$ cat config.mk
export PLATFORM = sky130hd
export DESIGN_NAME = websocket_frame_deframer
export DESIGN_NICKNAME = d
export VERILOG_FILES = /design/src/rtl/wsd_pkg.sv /design/src/rtl/wsd_front.sv /design/src/rtl/wsd_queue.sv /design/src/rtl/wsd_back.sv /design/src/rtl/websocket_frame_deframer.sv
export SDC_FILE = /design/constraint.sdc
export NUM_CORES = 1
export LEC_CHECK = 0
export BUFFER_PORTS_ARGS = -buffer_cell sky130_fd_sc_hd__buf_2
export CAP_MARGIN = 20
export CORE_ASPECT_RATIO = 1.4
export CORE_MARGIN = 5
export CORE_UTILIZATION = 60
export DETAILED_ROUTE_END_ITERATION = 8
export PLACE_DENSITY = 0.81
export REMOVE_ABC_BUFFERS = 1
export SLEW_MARGIN = 20
export SYNTH_ARGS = -nofsm -noshare
export SYNTH_HDL_FRONTEND = slang
export SYNTH_HIERARCHICAL = 1
export SYNTH_SLANG_ARGS = --single-unit
$ cat constraint.sdc
create_clock -name clk_i -period 28.8 [get_ports clk_i]
set_input_delay 2.88 -clock clk_i [delete_from_list [all_inputs] [get_ports clk_i]]
set_output_delay 2.88 -clock clk_i [all_outputs]
set_load 0.01 [all_outputs]
$ cat src/rtl/wsd_pkg.sv
// Shared types for the WebSocket frame deframer.
package wsd_pkg;

  localparam int unsigned LenW = 63;
  localparam logic [6:0] LenCode16 = 7'h7e;
  localparam logic [6:0] LenCode64 = 7'h7f;
  localparam logic [2:0] Len16Last = 3'd1;
  localparam logic [2:0] Len64Last = 3'd7;
  localparam logic [2:0] KeyLast   = 3'd3;

  typedef enum logic [5:0] {
    S_HDR0  = 6'b000001,
    S_HDR1  = 6'b000010,
    S_LEN16 = 6'b000100,
    S_LEN64 = 6'b001000,
    S_KEY   = 6'b010000,
    S_PAY   = 6'b100000
  } parse_state_e;

  typedef struct packed {
    logic            is_header;
    logic [7:0]      first_hdr;
    logic            mask;
    logic [LenW-1:0] len;
    logic [31:0]     key;
    logic [7:0]      data;
    logic            last;
  } entry_t;

endpackage

$ cat src/rtl/wsd_front.sv
// Header parser: walks each frame header and classifies every byte.
module wsd_front (
  input  logic            clk_i,
  input  logic            rst_ni,
  input  logic            acc_i,
  input  logic [7:0]      rx_byte_i,
  output logic            push_o,
  output wsd_pkg::entry_t entry_o
);

  wsd_pkg::parse_state_e state_q, state_d;
  logic [7:0]              fhdr_q, fhdr_d;
  logic                    mflag_q, mflag_d;
  logic [wsd_pkg::LenW-1:0] len_q, len_d;
  logic [wsd_pkg::LenW-1:0] rem_q, rem_d;
  logic [2:0]              cnt_q, cnt_d;
  logic [31:0]             key_q, key_d;
  logic                    hdr_end;
  logic                    emit_hdr;

  always_comb begin
    state_d  = state_q;
    fhdr_d   = fhdr_q;
    mflag_d  = mflag_q;
    len_d    = len_q;
    rem_d    = rem_q;
    cnt_d    = cnt_q;
    key_d    = key_q;
    hdr_end  = 1'b0;
    emit_hdr = 1'b0;
    push_o   = 1'b0;
    entry_o  = '0;
    if (acc_i) begin
      case (state_q)
        wsd_pkg::S_HDR1: begin
          mflag_d = rx_byte_i[7];
          cnt_d   = '0;
          key_d   = '0;
          len_d   = '0;
          if (rx_byte_i[6:0] == wsd_pkg::LenCode16) begin
            state_d = wsd_pkg::S_LEN16;
          end else if (rx_byte_i[6:0] == wsd_pkg::LenCode64) begin
            state_d = wsd_pkg::S_LEN64;
          end else begin
            len_d   = {{(wsd_pkg::LenW-7){1'b0}}, rx_byte_i[6:0]};
            hdr_end = 1'b1;
          end
        end
        wsd_pkg::S_LEN16, wsd_pkg::S_LEN64: begin
          len_d = {len_q[wsd_pkg::LenW-9:0], rx_byte_i};
          cnt_d = cnt_q + 3'd1;
          if ((state_q == wsd_pkg::S_LEN16 && cnt_q == wsd_pkg::Len16Last) ||
              (state_q == wsd_pkg::S_LEN64 && cnt_q == wsd_pkg::Len64Last)) begin
            hdr_end = 1'b1;
          end
        end
        wsd_pkg::S_KEY: begin
          key_d = {key_q[23:0], rx_byte_i};
          cnt_d = cnt_q + 3'd1;
          if (cnt_q == wsd_pkg::KeyLast) begin
            emit_hdr = 1'b1;
          end
        end
        wsd_pkg::S_PAY: begin
          rem_d           = rem_q - {{(wsd_pkg::LenW-1){1'b0}}, 1'b1};
          push_o          = 1'b1;
          entry_o.data    = rx_byte_i;
          entry_o.last    = (rem_d == '0);
          if (rem_d == '0) begin
            state_d = wsd_pkg::S_HDR0;
          end
        end
        default: begin
          fhdr_d  = rx_byte_i;
          state_d = wsd_pkg::S_HDR1;
        end
      endcase

      if (hdr_end) begin
        if (mflag_d) begin
          cnt_d   = '0;
          state_d = wsd_pkg::S_KEY;
        end else begin
          emit_hdr = 1'b1;
        end
      end

      if (emit_hdr) begin
        cnt_d             = '0;
        rem_d             = len_d;
        state_d           = (len_d == '0) ? wsd_pkg::S_HDR0 : wsd_pkg::S_PAY;
        push_o            = 1'b1;
        entry_o.is_header = 1'b1;
        entry_o.first_hdr = fhdr_d;
        entry_o.mask      = mflag_d;
        entry_o.len       = len_d;
        entry_o.key       = key_d;
        entry_o.last      = (len_d == '0);
      end
    end
  end

  always_ff @(posedge clk_i or negedge rst_ni) begin
    if (!rst_ni) begin
      state_q <= wsd_pkg::S_HDR0;
      cnt_q   <= '0;
      mflag_q <= 1'b0;
    end else begin
      state_q <= state_d;
      cnt_q   <= cnt_d;
      mflag_q <= mflag_d;
    end
  end

  always_ff @(posedge clk_i) begin
    fhdr_q <= fhdr_d;
    len_q  <= len_d;
    rem_q  <= rem_d;
    key_q  <= key_d;
  end

  a_rem_live: assert property (@(posedge clk_i) disable iff (!rst_ni)
    state_q == wsd_pkg::S_PAY |-> rem_q != '0)
    else $error("payload phase with no bytes left");

  a_push_acc: assert property (@(posedge clk_i) disable iff (!rst_ni)
    push_o |-> acc_i)
    else $error("request queued without an accepted byte");

endmodule

$ cat src/rtl/wsd_queue.sv
// Short request queue between the parser and the output stage.
module wsd_queue #(
  parameter int unsigned DEPTH = 2
) (
  input  logic            clk_i,
  input  logic            rst_ni,
  input  logic            push_i,
  input  wsd_pkg::entry_t wdata_i,
  input  logic            pop_i,
  output wsd_pkg::entry_t rdata_o,
  output logic            valid_o,
  output logic            full_o
);

  localparam int unsigned PtrW = (DEPTH > 1) ? $clog2(DEPTH) : 1;
  localparam int unsigned CntW = $clog2(DEPTH + 1);
  localparam logic [PtrW-1:0] PtrMax = PtrW'(DEPTH - 1);
  localparam logic [CntW-1:0] CntMax = CntW'(DEPTH);

  wsd_pkg::entry_t mem_q [DEPTH];
  logic [PtrW-1:0] wr_q, wr_d, rd_q, rd_d;
  logic [CntW-1:0] cnt_q, cnt_d;
  logic            do_push, do_pop;

  assign valid_o = (cnt_q != '0);
  assign full_o  = (cnt_q == CntMax);
  assign rdata_o = mem_q[rd_q];
  assign do_push = push_i && !full_o;
  assign do_pop  = pop_i && valid_o;

  always_comb begin
    wr_d  = wr_q;
    rd_d  = rd_q;
    cnt_d = cnt_q;
    if (do_push) begin
      wr_d = (wr_q == PtrMax) ? '0 : wr_q + PtrW'(1);
    end
    if (do_pop) begin
      rd_d = (rd_q == PtrMax) ? '0 : rd_q + PtrW'(1);
    end
    if (do_push && !do_pop) begin
      cnt_d = cnt_q + CntW'(1);
    end else if (do_pop && !do_push) begin
      cnt_d = cnt_q - CntW'(1);
    end
  end

  always_ff @(posedge clk_i or negedge rst_ni) begin
    if (!rst_ni) begin
      wr_q  <= '0;
      rd_q  <= '0;
      cnt_q <= '0;
    end else begin
      wr_q  <= wr_d;
      rd_q  <= rd_d;
      cnt_q <= cnt_d;
    end
  end

  always_ff @(posedge clk_i) begin
    if (do_push) begin
      mem_q[wr_q] <= wdata_i;
    end
  end

  a_cnt_bound: assert property (@(posedge clk_i) disable iff (!rst_ni)
    cnt_q <= CntMax)
    else $error("queue count beyond depth");

  a_no_overrun: assert property (@(posedge clk_i) disable iff (!rst_ni)
    push_i |-> !full_o)
    else $error("request pushed into a full queue");

endmodule

$ cat src/rtl/wsd_back.sv
// Output stage: unmasks payload bytes and holds the result register.
module wsd_back (
  input  logic                      clk_i,
  input  logic                      rst_ni,
  input  logic                      q_valid_i,
  input  wsd_pkg::entry_t           q_data_i,
  output logic                      pop_o,
  output logic                      out_valid_o,
  input  logic                      out_stall_i,
  output logic                      is_header_o,
  output logic                      fin_bit_o,
  output logic                      rsv_one_o,
  output logic                      rsv_two_o,
  output logic                      rsv_three_o,
  output logic [3:0]                frame_opcode_o,
  output logic                      masked_o,
  output logic [wsd_pkg::LenW-1:0]  payload_length_o,
  output logic [7:0]                data_byte_o,
  output logic                      last_o
);

  logic                     valid_q, valid_d;
  logic                     load;
  logic                     mflag_q;
  logic [31:0]              key_q;
  logic [1:0]               idx_q;
  logic [7:0]               key_byte;
  logic                     hdr_q;
  logic [7:0]               fhdr_q;
  logic                     msk_q;
  logic [wsd_pkg::LenW-1:0] len_q;
  logic [7:0]               data_q;
  logic                     last_q;

  assign load  = !valid_q || !out_stall_i;
  assign pop_o = load && q_valid_i;

  always_comb begin
    case (idx_q)
      2'd0:    key_byte = key_q[31:24];
      2'd1:    key_byte = key_q[23:16];
      2'd2:    key_byte = key_q[15:8];
      default: key_byte = key_q[7:0];
    endcase
    if (!mflag_q) begin
      key_byte = '0;
    end
  end

  always_comb begin
    valid_d = valid_q;
    if (load) begin
      valid_d = q_valid_i;
    end
  end

  always_ff @(posedge clk_i or negedge rst_ni) begin
    if (!rst_ni) begin
      valid_q <= 1'b0;
      idx_q   <= '0;
      mflag_q <= 1'b0;
    end else begin
      valid_q <= valid_d;
      if (pop_o) begin
        if (q_data_i.is_header) begin
          idx_q   <= '0;
          mflag_q <= q_data_i.mask;
        end else begin
          idx_q <= idx_q + 2'd1;
        end
      end
    end
  end

  always_ff @(posedge clk_i) begin
    if (pop_o) begin
      hdr_q  <= q_data_i.is_header;
      last_q <= q_data_i.last;
      if (q_data_i.is_header) begin
        key_q  <= q_data_i.key;
        fhdr_q <= q_data_i.first_hdr;
        msk_q  <= q_data_i.mask;
        len_q  <= q_data_i.len;
        data_q <= '0;
      end else begin
        fhdr_q <= '0;
        msk_q  <= 1'b0;
        len_q  <= '0;
        data_q <= q_data_i.data ^ key_byte;
      end
    end
  end

  assign out_valid_o      = valid_q;
  assign is_header_o      = hdr_q;
  assign fin_bit_o        = fhdr_q[7];
  assign rsv_one_o        = fhdr_q[6];
  assign rsv_two_o        = fhdr_q[5];
  assign rsv_three_o      = fhdr_q[4];
  assign frame_opcode_o   = fhdr_q[3:0];
  assign masked_o         = msk_q;
  assign payload_length_o = len_q;
  assign data_byte_o      = data_q;
  assign last_o           = last_q;

  a_idx_restart: assert property (@(posedge clk_i) disable iff (!rst_ni)
    pop_o && q_data_i.is_header |=> idx_q == '0)
    else $error("key index not restarted on a new header");

endmodule

$ cat src/rtl/websocket_frame_deframer.sv
// WebSocket frame deframer top level.
// Takes one received byte per cycle and parses RFC 6455 frames: two header
// bytes, an optional 16-bit or 64-bit big-endian length (low 63 bits kept) and
// an optional 4-byte mask key. The byte that completes a header yields one
// header result (last set when the payload is empty); every payload byte
// yields one unmasked data result, the final one flagged last. Other header
// bytes yield nothing. With QUEUE_DEPTH above one, the sustained rate is one
// byte per cycle while the output is not stalled; each result is held in the
// queue entry and then in the output register. The input stalls only when the
// QUEUE_DEPTH-entry queue behind the parser fills while the output is stalled.
module websocket_frame_deframer #(
  parameter int unsigned QUEUE_DEPTH = 2
) (
  input  logic                      clk_i,
  input  logic                      rst_ni,
  input  logic                      in_valid_i,
  output logic                      in_stall_o,
  input  logic [7:0]                rx_byte_i,
  output logic                      out_valid_o,
  input  logic                      out_stall_i,
  output logic                      is_header_o,
  output logic                      fin_bit_o,
  output logic                      rsv_one_o,
  output logic                      rsv_two_o,
  output logic                      rsv_three_o,
  output logic [3:0]                frame_opcode_o,
  output logic                      masked_o,
  output logic [wsd_pkg::LenW-1:0]  payload_length_o,
  output logic [7:0]                data_byte_o,
  output logic                      last_o
);

  logic            acc;
  logic            push;
  logic            pop;
  logic            q_valid;
  logic            q_full;
  wsd_pkg::entry_t push_entry;
  wsd_pkg::entry_t head_entry;

  assign in_stall_o = q_full;
  assign acc        = in_valid_i && !q_full;

  wsd_front u_front (
    .clk_i     (clk_i),
    .rst_ni    (rst_ni),
    .acc_i     (acc),
    .rx_byte_i (rx_byte_i),
    .push_o    (push),
    .entry_o   (push_entry)
  );

  wsd_queue #(
    .DEPTH (QUEUE_DEPTH)
  ) u_queue (
    .clk_i   (clk_i),
    .rst_ni  (rst_ni),
    .push_i  (push),
    .wdata_i (push_entry),
    .pop_i   (pop),
    .rdata_o (head_entry),
    .valid_o (q_valid),
    .full_o  (q_full)
  );

  wsd_back u_back (
    .clk_i            (clk_i),
    .rst_ni           (rst_ni),
    .q_valid_i        (q_valid),
    .q_data_i         (head_entry),
    .pop_o            (pop),
    .out_valid_o      (out_valid_o),
    .out_stall_i      (out_stall_i),
    .is_header_o      (is_header_o),
    .fin_bit_o        (fin_bit_o),
    .rsv_one_o        (rsv_one_o),
    .rsv_two_o        (rsv_two_o),
    .rsv_three_o      (rsv_three_o),
    .frame_opcode_o   (frame_opcode_o),
    .masked_o         (masked_o),
    .payload_length_o (payload_length_o),
    .data_byte_o      (data_byte_o),
    .last_o           (last_o)
  );

endmodule
==> results by group, run 1 <==
Outcome
  – Status: complete, no violations

Die
  – I/O pins: 96
  – Rows: 85
  – Initial Utilization: 60.6%
  – Die span in y: 243 um
  – Die X-Extent: 176 um
  – DIE AREA: 42900 um^2
  – Core Box Area: 38400 um^2

Setup path
  – CP Cell Sequence: buf_2, nand4_1, nor2_1, o22ai_1, a22oi_2, nand2b_1, nand2_2, buf_4, nand2_1, nor2_4, buf_4
  – WS Path Type: in2reg
  – Worst path required time: 28.98 ns
  – Worst r2r path cells: 10
  – CP max FO: 68
  – Slowest stage delay, CP: 0.74 ns
  – CP top delay family: buffers and inverters
  – Setup crit start kind: input pin
  – Stages on the worst setup path: 11
  – Crit end category: flip-flop
  – CP Buf/Inv Count: 3
  – Worst path slowest cell: buf_4
  – Most frequent cell on the critical path: buf_4
  – Critical Path AT: 6.33 ns

Finish
  – Post-layout util: 66.5%
  – Fin nets: 1672
  – Share of cells above drive strength 1: 21.1%
  – Sequential cell area: 15700 um^2
  – Fillers: 2525
  – Multi-input gate area: 7050 um^2
  – Area grow syn2layout: 9.64%

Placement
  – IO Port Bufs: 95
  – GPL Wtd Cong: 0.894
  – Hpwl dp: 32.4 mm

Global route
  – GRT overflow: 0
  – First-pass GRT wire length: 76.4 mm
  – Largest net degree at the start of global routing: 104
  – Initial antenna violation count: 1
  – Vias in the first global route: 13722
  – GRT Total Usage: 22.7%

Worst hold path
  – Worst Hold Depth: 2
  – Worst Hold Class: reg2reg

Yosys
  – Post-synth EDFFs: 508
  – Ys async rst share: 3.42%
  – Synth unique cells: 79
  – Post-synth top area cell: edfxtp_1
  – Ys flop type: edfxtp_1
  – Synth area leaders: edfxtp_1 (66%), and2_1 (4.7%), mux2_2 (3.8%)
  – Netlist Area Pre-Place: 23300 um^2
  – Flops & latches, synth: 526
  – Most common cell in the netlist: edfxtp_1
  – Share of the yosys chip area belonging to registers: 67.5%
  – Mapped Cells: 1577
  – Yosys top cell area share: 65.5%
  – Synth cell count leaders: edfxtp_1 (508), and2_1 (173), nor2_1 (110), a22o_1 (91), mux2_2 (78)
  – YS warnings: 6
  – Mean Syn Cell Area: 14.8 um^2

Routing
  – DR WL/cell: 22.1 um
  – Via Count: 13478
  – Routed WL: 48.9 mm
  – Final ANT Viol Nets: 0
  – DR DRC count: 0
  – Initial DRC Count: 1324
  – Drt first pass iters: 6
  – Via/cell ratio: 6.11

STA
  – Hold Slack: 0.497 ns
  – Clk_skew: 0.0271 ns
  – Setup TNS: 0 ns
  – Worst-margin pin slew: 1.07 ns
  – Max Clock Freq: 163 MHz
  – Final setup violation count: 0
  – Fin crit share: 21.4%
  – RSZ-0062 raised after global routing: false
  – Max-slew violations: 0
  – Final worst path period need: 6.15 ns
  – Worst slew margin: 28.4%
  – Final hold violations: 0

Clock network
  – Post_cts resized: 0
  – CTS clk-pin slew, worst paths: 0.07 ns
  – Post-CTS setup buffers: 0
  – Hold buffers post-CTS: 0
  – Clk sinks: 526
  – CTS root buf: clkbuf_16
  – TritonCTS clock tree: done
  – Total CTS buffers: 46
  – Worst-Skew Late Latency: 0.57 ns
  – CTS H-tree depth: 2
  – Clock Tree Buf Depth: 3

Power and ir drop
  – Peak VDD IR: 0.0606 mV
  – Leak Pwr: 9.09 nW
  – Pwr dens: 107 nW/um^2

Job
  – Max-Cap Viols: 0
[logic make-up (layout without fill, tap and decap cells)]
family                     Yosys count  after routing  share of synthesized area (%)
DFF                                526            526                           67.5
and+or+nand+nor                    494            494                           12.2
AOI/OAI and AO/OA                  227            227                           7.30
muxes                              140            140                           7.56
buffers and inverters              115            222                           2.46
xor gates and xnor gates            64             64                           2.41
adders and majority gates           11             11                          0.591
other                                0              1                              0
[layer usage]
metal	global-route usage (%)	up-vias	wire length, um
li1	-	6121	-
met1	28.5	6696	18100
met2	39.8	535	26000
met3	2.66	126	2640
met4	9.72	0	2040
met5	0	-	0
[worst paths after layout]
kind,from,to,slack (ns)
worst max-delay path,rx_byte_i[5],u_queue/mem_q[0][58],22.65
worst min-delay path,u_front/state_q[0],u_front/state_q[0],0.50
worst max register to register,u_front/state_q[3],u_queue/mem_q[0][58],23.61
worst min register to register,u_front/state_q[0],u_front/state_q[0],0.50
max in group asynchronous,rst_ni,u_queue/rd_q,26.05
min in group asynchronous,rst_ni,u_front/state_q[3],2.31
[area by class of cell]
class | instances | area share, %
clock inverters | 30 | 0.814
multi-input cells | 936 | 27.6
flip-flops and latches | 526 | 61.6
diodes | 1 | 0.00981
repair buffers | 111 | 2.33
clock buffers | 53 | 4.70
inverters | 28 | 0.412
well taps | 522 | 2.56
[cell usage in the layout (no fill, tap or decap), types with 8 or more instances in the layout]
cell / instances
clkinv_2: 16
dfrtp_1: 16
or4_1: 14
a22oi_1: 12
and3_1: 9
nor3_1: 29
nand4_1: 18
buf_2: 95
clkbuf_16: 47
nand3_1: 11
xor2_1: 30
inv_1: 26
xnor2_1: 34
buf_4: 16
ha_1: 11
nand2_1: 40
o21ai_0: 14
edfxtp_1: 508
mux2_1: 8
a221oi_2: 8
nor2b_1: 10
mux2_2: 78
mux2_4: 50
a22o_1: 91
and2_1: 172
nor4_1: 31
a21oi_1: 67
nor2_1: 106
[flip-flops by register name (all words and copies together) (netlist names)]
register and count:
u_front/rem_q 63, u_back/is_header_o 1, u_front/cnt_q 3, u_front/fhdr_q 8, u_front/key_q 32, u_queue/cnt_q 2, u_queue/wr_q 1, u_back/masked_o 1
u_back/fhdr_q 8, u_back/idx_q 2, u_queue/rd_q 1, u_front/state_q 6, u_back/key_q 32, u_back/payload_length_o 63, u_back/data_byte_o 8, u_back/last_o 1
u_back/out_valid_o 1, u_front/len_q 63, u_front/mflag_q 1, u_queue/mem_q 228, u_back/mflag_q 1
[worst reg2reg max path, cell delays in order (launching register included)]
cell      delay [ns]
dfrtp_1         0.48
or4_1           0.58
or3_1           0.52
mux2i_1         0.35
a22oi_2         0.33
nand2b_1        0.41
nand2_2         0.14
buf_4           0.67
nand2_1         0.33
nor2_4          0.18
buf_4           0.74
[report_power, final]
| part | leakage [nW] | switching, W | internal, W | total [W] |
|---|---|---|---|---|
| Combinational | 3.34 | 0.000493 | 0.000326 | 0.000820 |
| Clock | 0.702 | 0.000266 | 0.000318 | 0.000584 |
| Sequential | 5.05 | 0.000148 | 0.00118 | 0.00133 |
| Total | 9.09 | 0.000907 | 0.00182 | 0.00273 |
[metrics by stage]
step	instances	area [um^2]	setup slack (ns)	power (W)
final	2207	25500	22.65	0.00273
after global routing	2207	25500	22.44	0.00286
after CTS	2206	25500	22.68	0.00274
after detailed placement	2123	24100	22.12	0.00215
after global placement	2123	24100	22.21	0.00212
after floorplan	1490	22800	16.11	0.00189
Note: power is estimated with default switching activity, not from simulation.
==> run 2, diff against run 1 <==
- clock period: 28.8 -> 6.06 ns (I/O delays scaled with it)
==> run 2 against run 1 <==
Effect of this change: first-iteration DRC count is 0.68% higher; wire length is 1.5% lower; via count is 0.25% lower; worst setup slack worse by 21 ns; sequential share of layout area is 0.34 points lower; sequential cell count stayed put; largest cell class unchanged.
==> results by group, run 2 (synthesis gave the netlist of run 1 again) <==
Setup path
  – CP Cell Sequence: or4_1, or3_1, mux2i_1, a22oi_2, nand2b_1, nand2_2, buf_4, nand2_1, nor2_4, buf_12
  – R2r endpoint: u_queue/mem_q[0][58]
  – Flop2flop setup slack: 1.74 ns (-21.87 ns)
  – Critical Path AT: 4.54 ns (-1.79 ns)
  – Worst r2r path cells: 10 (unchanged)
  – WS Path Type: reg2reg
  – Worst path slowest cell: buf_4
  – CP max FO: 64 (-5.9%)
  – Worst path required time: 6.27 ns (-22.71 ns)
  – Setup crit start kind: flip-flop
  – Crit end category: flip-flop
  – Reg2reg start: u_front/state_q[3]
  – Slowest stage delay, CP: 0.65 ns (-0.09 ns)

Die
  – Initial Utilization: 60.6% (unchanged)
  – Die X-Extent: 176 um (unchanged)
  – I/O pins: 96 (unchanged)
  – Die span in y: 243 um (unchanged)
  – DIE AREA: 42900 um^2 (unchanged)
  – Rows: 85 (unchanged)
  – Core Box Area: 38400 um^2 (unchanged)

Clock network
  – Clock Tree Buf Depth: 3 (unchanged)
  – CTS root buf: clkbuf_16
  – Clk sinks: 526 (unchanged)
  – CTS H-tree depth: 2 (unchanged)
  – CTS clk-pin slew, worst paths: 0.07 ns (about the same)
  – Hold buffers post-CTS: 0 (unchanged)
  – Total CTS buffers: 47 (+2.2%)
  – Post_cts resized: 0 (unchanged)
  – TritonCTS clock tree: done
  – Post-CTS setup buffers: 0 (unchanged)
  – Worst-Skew Late Latency: 0.55 ns (-0.02 ns)

Finish
  – Area grow syn2layout: 10.2%
  – ANT cells: 0 (-1)
  – Most frequent cells in the layout: edfxtp_1 (508), and2_1 (173), nor2_1 (106), buf_2 (95), a22o_1 (91)
  – Largest Register: u_queue/mem_q
  – Fin nets: 1676 (+0.24%)
  – Final Non-Filler Cells: 2212 (+0.23%)
  – Post-layout util: 66.8% (+0.36 points)
  – Fillers: 2527 (+0.079%)
  – Most common cell after layout, fill and taps aside: edfxtp_1
  – Max reg flops: 228 (unchanged)
  – Share of cells above drive strength 1: 21.0% (-0.075 points)

Global route
  – GRT overflow: 0 (unchanged)
  – Vias in the first global route: 13654 (-0.50%)
  – Largest net degree at the start of global routing: 85 (-18%)
  – Initial antenna violation count: 0 (-1)
  – First-pass GRT wire length: 76.1 mm (-0.41%)
  – GRT Total Usage: 22.4% (-0.24 points)

Placement
  – Hpwl dp: 32.3 mm (-0.20%)
  – Placed Cells: 2126 (+0.14%)
  – IO Port Bufs: 95 (unchanged)
  – Pre-CTS setup slack: 1.78 ns (-20.34 ns)
  – GPL Wtd Cong: 0.962 (+7.5%)

STA
  – Clk_skew: 0.0170 ns (-0.0101 ns)
  – RSZ-0062 raised after global routing: false
  – Fin crit share: 71.4%
  – Max-slew violations: 0 (unchanged)
  – Hold Slack: 0.0485 ns (-0.449 ns)
  – Worst-margin pin slew: 1.06 ns (-0.00952 ns)
  – Final hold violations: 0 (unchanged)
  – Final setup violation count: 0 (unchanged)
  – Worst slew margin: 29.0% (+0.63 points)
  – Max Clock Freq: 231 MHz
  – Final worst path period need: 4.32 ns
  – Final worst slack: 1.74 ns (-20.91 ns)

Power and ir drop
  – Pwr dens: 509 nW/um^2 (+380%)
  – Overall power: 0.0131 W (+380%)
  – Peak VDD IR: 0.301 mV (+400%)
  – Leak Pwr: 9.15 nW (+0.61%)

Routing
  – Via/cell ratio: 6.08 (-0.48%)
  – Final ANT Viol Nets: 0 (unchanged)
  – Drt first pass iters: 6 (unchanged)
  – DR WL/cell: 21.8 um (-1.7%)
  – Initial DRC Count: 1333 (+0.68%)
  – Routed WL: 48.1 mm (-1.5%)
  – DR DRC count: 0 (unchanged)
  – Via Count: 13444 (-0.25%)

Worst hold path
  – Worst Hold Class: in2async

Outcome
  – Status: complete, no violations

Job
  – Max-Cap Viols: 0 (unchanged)
## run 2: cell count changes in the layout (fill, tap and decap cells not counted), sizes merged
cell,change
clkinv,-5
inv,-1
diode,-1
bufinv,+1
buf,+3
clkbuf,+8
## run 2: metal layers
layer  vias to the layer above  track usage [%]  part of all wire [%]
li1                       6129                -                     -
met1                      6635             28.1                    38
met2                       536             38.8                    52
met3                       144             2.71                   5.0
met4                         0             10.7                   5.0
met5                         -                0                     0
## run 2: cell type report
class	instances	area [um^2]	share of cell area (%)
inverters	28	105	0.410
repair buffers	114	643	2.51
well taps	522	653	2.55
clock inverters	25	201	0.785
clock buffers	61	1300	5.07
multi-input cells	936	7040	27.5
flip-flops and latches	526	15700	61.2
## run 2: how the worst max path moves through the flow
stage / from / end / slack (ns) / cells past startpoint
finish: u_front/state_q[3] / u_queue/mem_q[0][58] / 1.74 / 10
CTS: u_front/state_q[3] / u_queue/mem_q[0][58] / 1.75 / 10
floorplan: u_front/state_q[3] / u_queue/mem_q[0][0] / -6.63 / 7
detailed placement: u_front/state_q[3] / u_queue/mem_q[0][61] / 1.78 / 10
global placement: u_front/state_q[3] / u_queue/mem_q[0][60] / 1.96 / 10
global route: u_front/state_q[3] / u_queue/mem_q[0][58] / 1.47 / 10
## run 2: metrics by stage
step                      setup TNS (ns)  cell area, um^2
after floorplan                 -1418.45            22800
after global placement                 0            24200
after global routing                   0            25700
after CTS                              0            25700
final                                  0            25700
after detailed placement               0            24200
## run 2: critical path: cells and delay by family (launching register included)
family / cells / cell delay [ns]
buf+inv: 2 / 0.97
compound gates: 1 / 0.10
flops: 1 / 0.47
mux: 1 / 0.33
simple gates: 6 / 2.05
## run 2: report_power, final
part           total, W  leakage (nW)  internal [W]  switching, W
registers       0.00630          5.05       0.00561      0.000690
clock network   0.00288         0.737       0.00164       0.00124
logic           0.00389          3.36       0.00157       0.00232
==> run 3, diff against run 2 <==
- CORE_UTILIZATION: 60 -> 56
- PLACE_DENSITY: 0.81 -> 0.79
- clock period: 6.06 -> 3.5 ns (I/O delays scaled with it)
==> run 3 against run 2 <==
Effect of this change: critical path type unchanged; count of clock-buffer cells in the layout fell by 4; sequential power rose by 71%; register-to-register slack got worse by 1.7 ns; clock power rose by 83%; global-route usage fell by 0.78 points; worst setup slack got worse by 1.7 ns; largest power group unchanged; sequential share of layout area fell by 1.7 points; first-iteration DRC count fell by 21%; highest routed layer unchanged; combinational power rose by 84%; critical endpoint is now u_queue/mem_q[1][0]; total power rose by 78%.
==> results by group, run 3 (synthesis gave the netlist of run 1 again) <==
Clock network
  – CTS clk-pin slew, worst paths: 0.06 ns (about the same)
  – CTS H-tree depth: 2 (unchanged)
  – TritonCTS clock tree: done
  – CTS root buf: clkbuf_16
  – Worst-Skew Late Latency: 0.57 ns (+0.02 ns)
  – Clk sinks: 526 (unchanged)
  – Total CTS buffers: 47 (unchanged)
  – Clock Tree Buf Depth: 3 (unchanged)

Placement
  – Pre-CTS setup slack: 0.0272 ns (-1.76 ns)
  – Hpwl dp: 34.5 mm (+6.8%)
  – Dpl cell area: 24700 um^2 (+2.3%)
  – GPL Wtd Cong: 0.938 (-2.4%)
  – IO Port Bufs: 95 (unchanged)

Die
  – DIE AREA: 45800 um^2 (+6.8%)
  – Core Box Area: 41200 um^2 (+7.3%)
  – Die span in y: 251 um (+3.4%)
  – Initial Utilization: 56.5% (-4.1 points)
  – Rows: 88 (+3.5%)
  – I/O pins: 96 (unchanged)
  – Die X-Extent: 182 um (+3.3%)

STA
  – Max-slew violations: 0 (unchanged)
  – Max Clock Freq: 292 MHz (+26%)
  – Fin crit share: 97.8% (+26 points)
  – Worst slew margin: 40.2% (+11 points)
  – Final worst slack: 0.0784 ns (-1.66 ns)
  – Final setup violation count: 0 (unchanged)
  – Final worst path period need: 3.42 ns (-0.903 ns)
  – Clk_skew: 0.0183 ns (+0.00128 ns)
  – Worst-margin pin slew: 0.898 ns (-0.167 ns)
  – Final hold violations: 0 (unchanged)

Setup path
  – Crit end category: flip-flop
  – CP max FO: 5 (-92%)
  – Flop2flop setup slack: 0.08 ns (-1.66 ns)
  – WS Path Type: reg2reg
  – Critical Path AT: 3.83 ns (-0.71 ns)
  – Worst path required time: 3.91 ns (-2.36 ns)
  – Setup crit start kind: flip-flop

Routing
  – DR DRC count: 0 (unchanged)
  – Final ANT Viol Nets: 0 (unchanged)
  – Via/cell ratio: 5.92 (-2.6%)
  – Routed WL: 50.3 mm (+4.6%)
  – Drt first pass iters: 5 (-1)
  – DR WL/cell: 22.0 um (+0.98%)
  – Initial DRC Count: 1056 (-21%)
  – Via Count: 13561 (+0.87%)

Global route
  – GRT overflow: 0 (unchanged)
  – Largest net degree at the start of global routing: 125 (+47%)
  – GRT Total Usage: 21.6% (-0.78 points)
  – Vias in the first global route: 13914 (+1.9%)
  – Initial antenna violation count: 0 (unchanged)
  – First-pass GRT wire length: 78.0 mm (+2.5%)

Finish
  – Max reg flops: 228 (unchanged)
  – Most frequent cells in the layout: edfxtp_1 (508), and2_1 (173), nor2_1 (106), buf_2 (95), a22o_1 (91)
  – Largest Register: u_queue/mem_q
  – Fillers: 2915 (+15%)
  – Fin nets: 1738 (+3.7%)
  – ANT cells: 0 (unchanged)
  – Most common cell after layout, fill and taps aside: edfxtp_1
  – Share of cells above drive strength 1: 24.3% (+3.3 points)
  – Area grow syn2layout: 13.3%
  – Fin area: 26400 um^2 (+2.8%)

Worst hold path
  – Worst Hold Class: in2reg

Outcome
  – Status: complete, no violations

Power and ir drop
  – Pwr dens: 879 nW/um^2 (+73%)
  – Peak VDD IR: 0.465 mV (+55%)
  – Overall power: 0.0232 W (+78%)
  – Leak Pwr: 9.54 nW (+4.3%)

Job
  – Max-Cap Viols: 0 (unchanged)
## run 3: cell types whose count changed in the layout (fill, tap and decap cells not counted), sizes merged
| cell | previous run | this run |
|---|---|---|
| buf | 114 | 175 |
| bufinv | 3 | 7 |
| clkbuf | 61 | 57 |
| clkinv | 19 | 16 |
| clkinvlp | 2 | 5 |
| dlygate4sd3 | 0 | 1 |
| inv | 29 | 28 |
## run 3: area by class of cell
class	count	area (um^2)	area share (%)
clock buffer	57	1260	4.76
clock inverter	28	320	1.21
inverter	28	105	0.398
multi-input combinational	936	7100	26.9
sequential	526	15700	59.6
tap	540	676	2.56
timing repair buffer	176	1210	4.59
## run 3: power by group
group / total [W] / internal, W / leakage, nW / switching (W)
Combinational: 0.00716 / 0.00293 / 3.73 / 0.00423
Sequential: 0.0108 / 0.00970 / 5.05 / 0.00108
Clock: 0.00527 / 0.00307 / 0.761 / 0.00219
Total: 0.0232 / 0.0157 / 9.54 / 0.00750
## run 3: timing repair
| item | in CTS | in global routing |
|---|---|---|
| resized for setup | 0 | 9 |
| endpoints found under the hold margin | 17 | 0 |
| setup endpoints to repair | 0 | 4 |
| buffers inserted | 0 | 4 |
| hold buffers | 1 | 0 |
## run 3: path summary, 6_finish.rpt
check | start | endpoint | cells after the start
max | u_front/rem_q[1] | u_queue/mem_q[1][0] | 13
min | out_stall_i | u_back/out_valid_o | 2
max reg2reg | u_front/rem_q[1] | u_queue/mem_q[1][0] | 13
min reg2reg | u_front/state_q[0] | u_front/state_q[0] | 2
max in group asynchronous | rst_ni | u_queue/rd_q | 2
min in group asynchronous | rst_ni | u_queue/wr_q | 2
## run 3: routing by layer
metal	up-vias	routed length, um	global-route usage, %
met2	436	26600	39.0
met3	124	2190	2.52
met5	-	0	0
li1	6244	-	-
met4	0	2100	8.54
met1	6757	19400	26.7
## run 3: critical path, cell delays in order, from the launching register on
cell      delay, ns
edfxtp_1       0.43
inv_2          0.08
ha_1           0.16
nor4b_4        0.29
nand4_4        0.16
or4_4          0.60
buf_4          0.18
o41a_1         0.32
nor3_1         0.23
nand4_1        0.18
nor4_4         0.21
buf_4          0.18
a21boi_1       0.08
nor2_1         0.16
## run 3: stage by stage
stage | util [%] | instances | setup TNS [ns] | hold WS (ns)
after floorplan | - | 1490 | -3390.69 | 0.0544
after global placement | 60.0 | 2201 | 0 | 0.373
after detailed placement | 60.0 | 2201 | 0 | 0.370
after CTS | 63.9 | 2287 | 0 | 0.0274
after global routing | 64.1 | 2291 | -0.0822 | 0.0613
final | 64.1 | 2291 | 0 | 0.0443
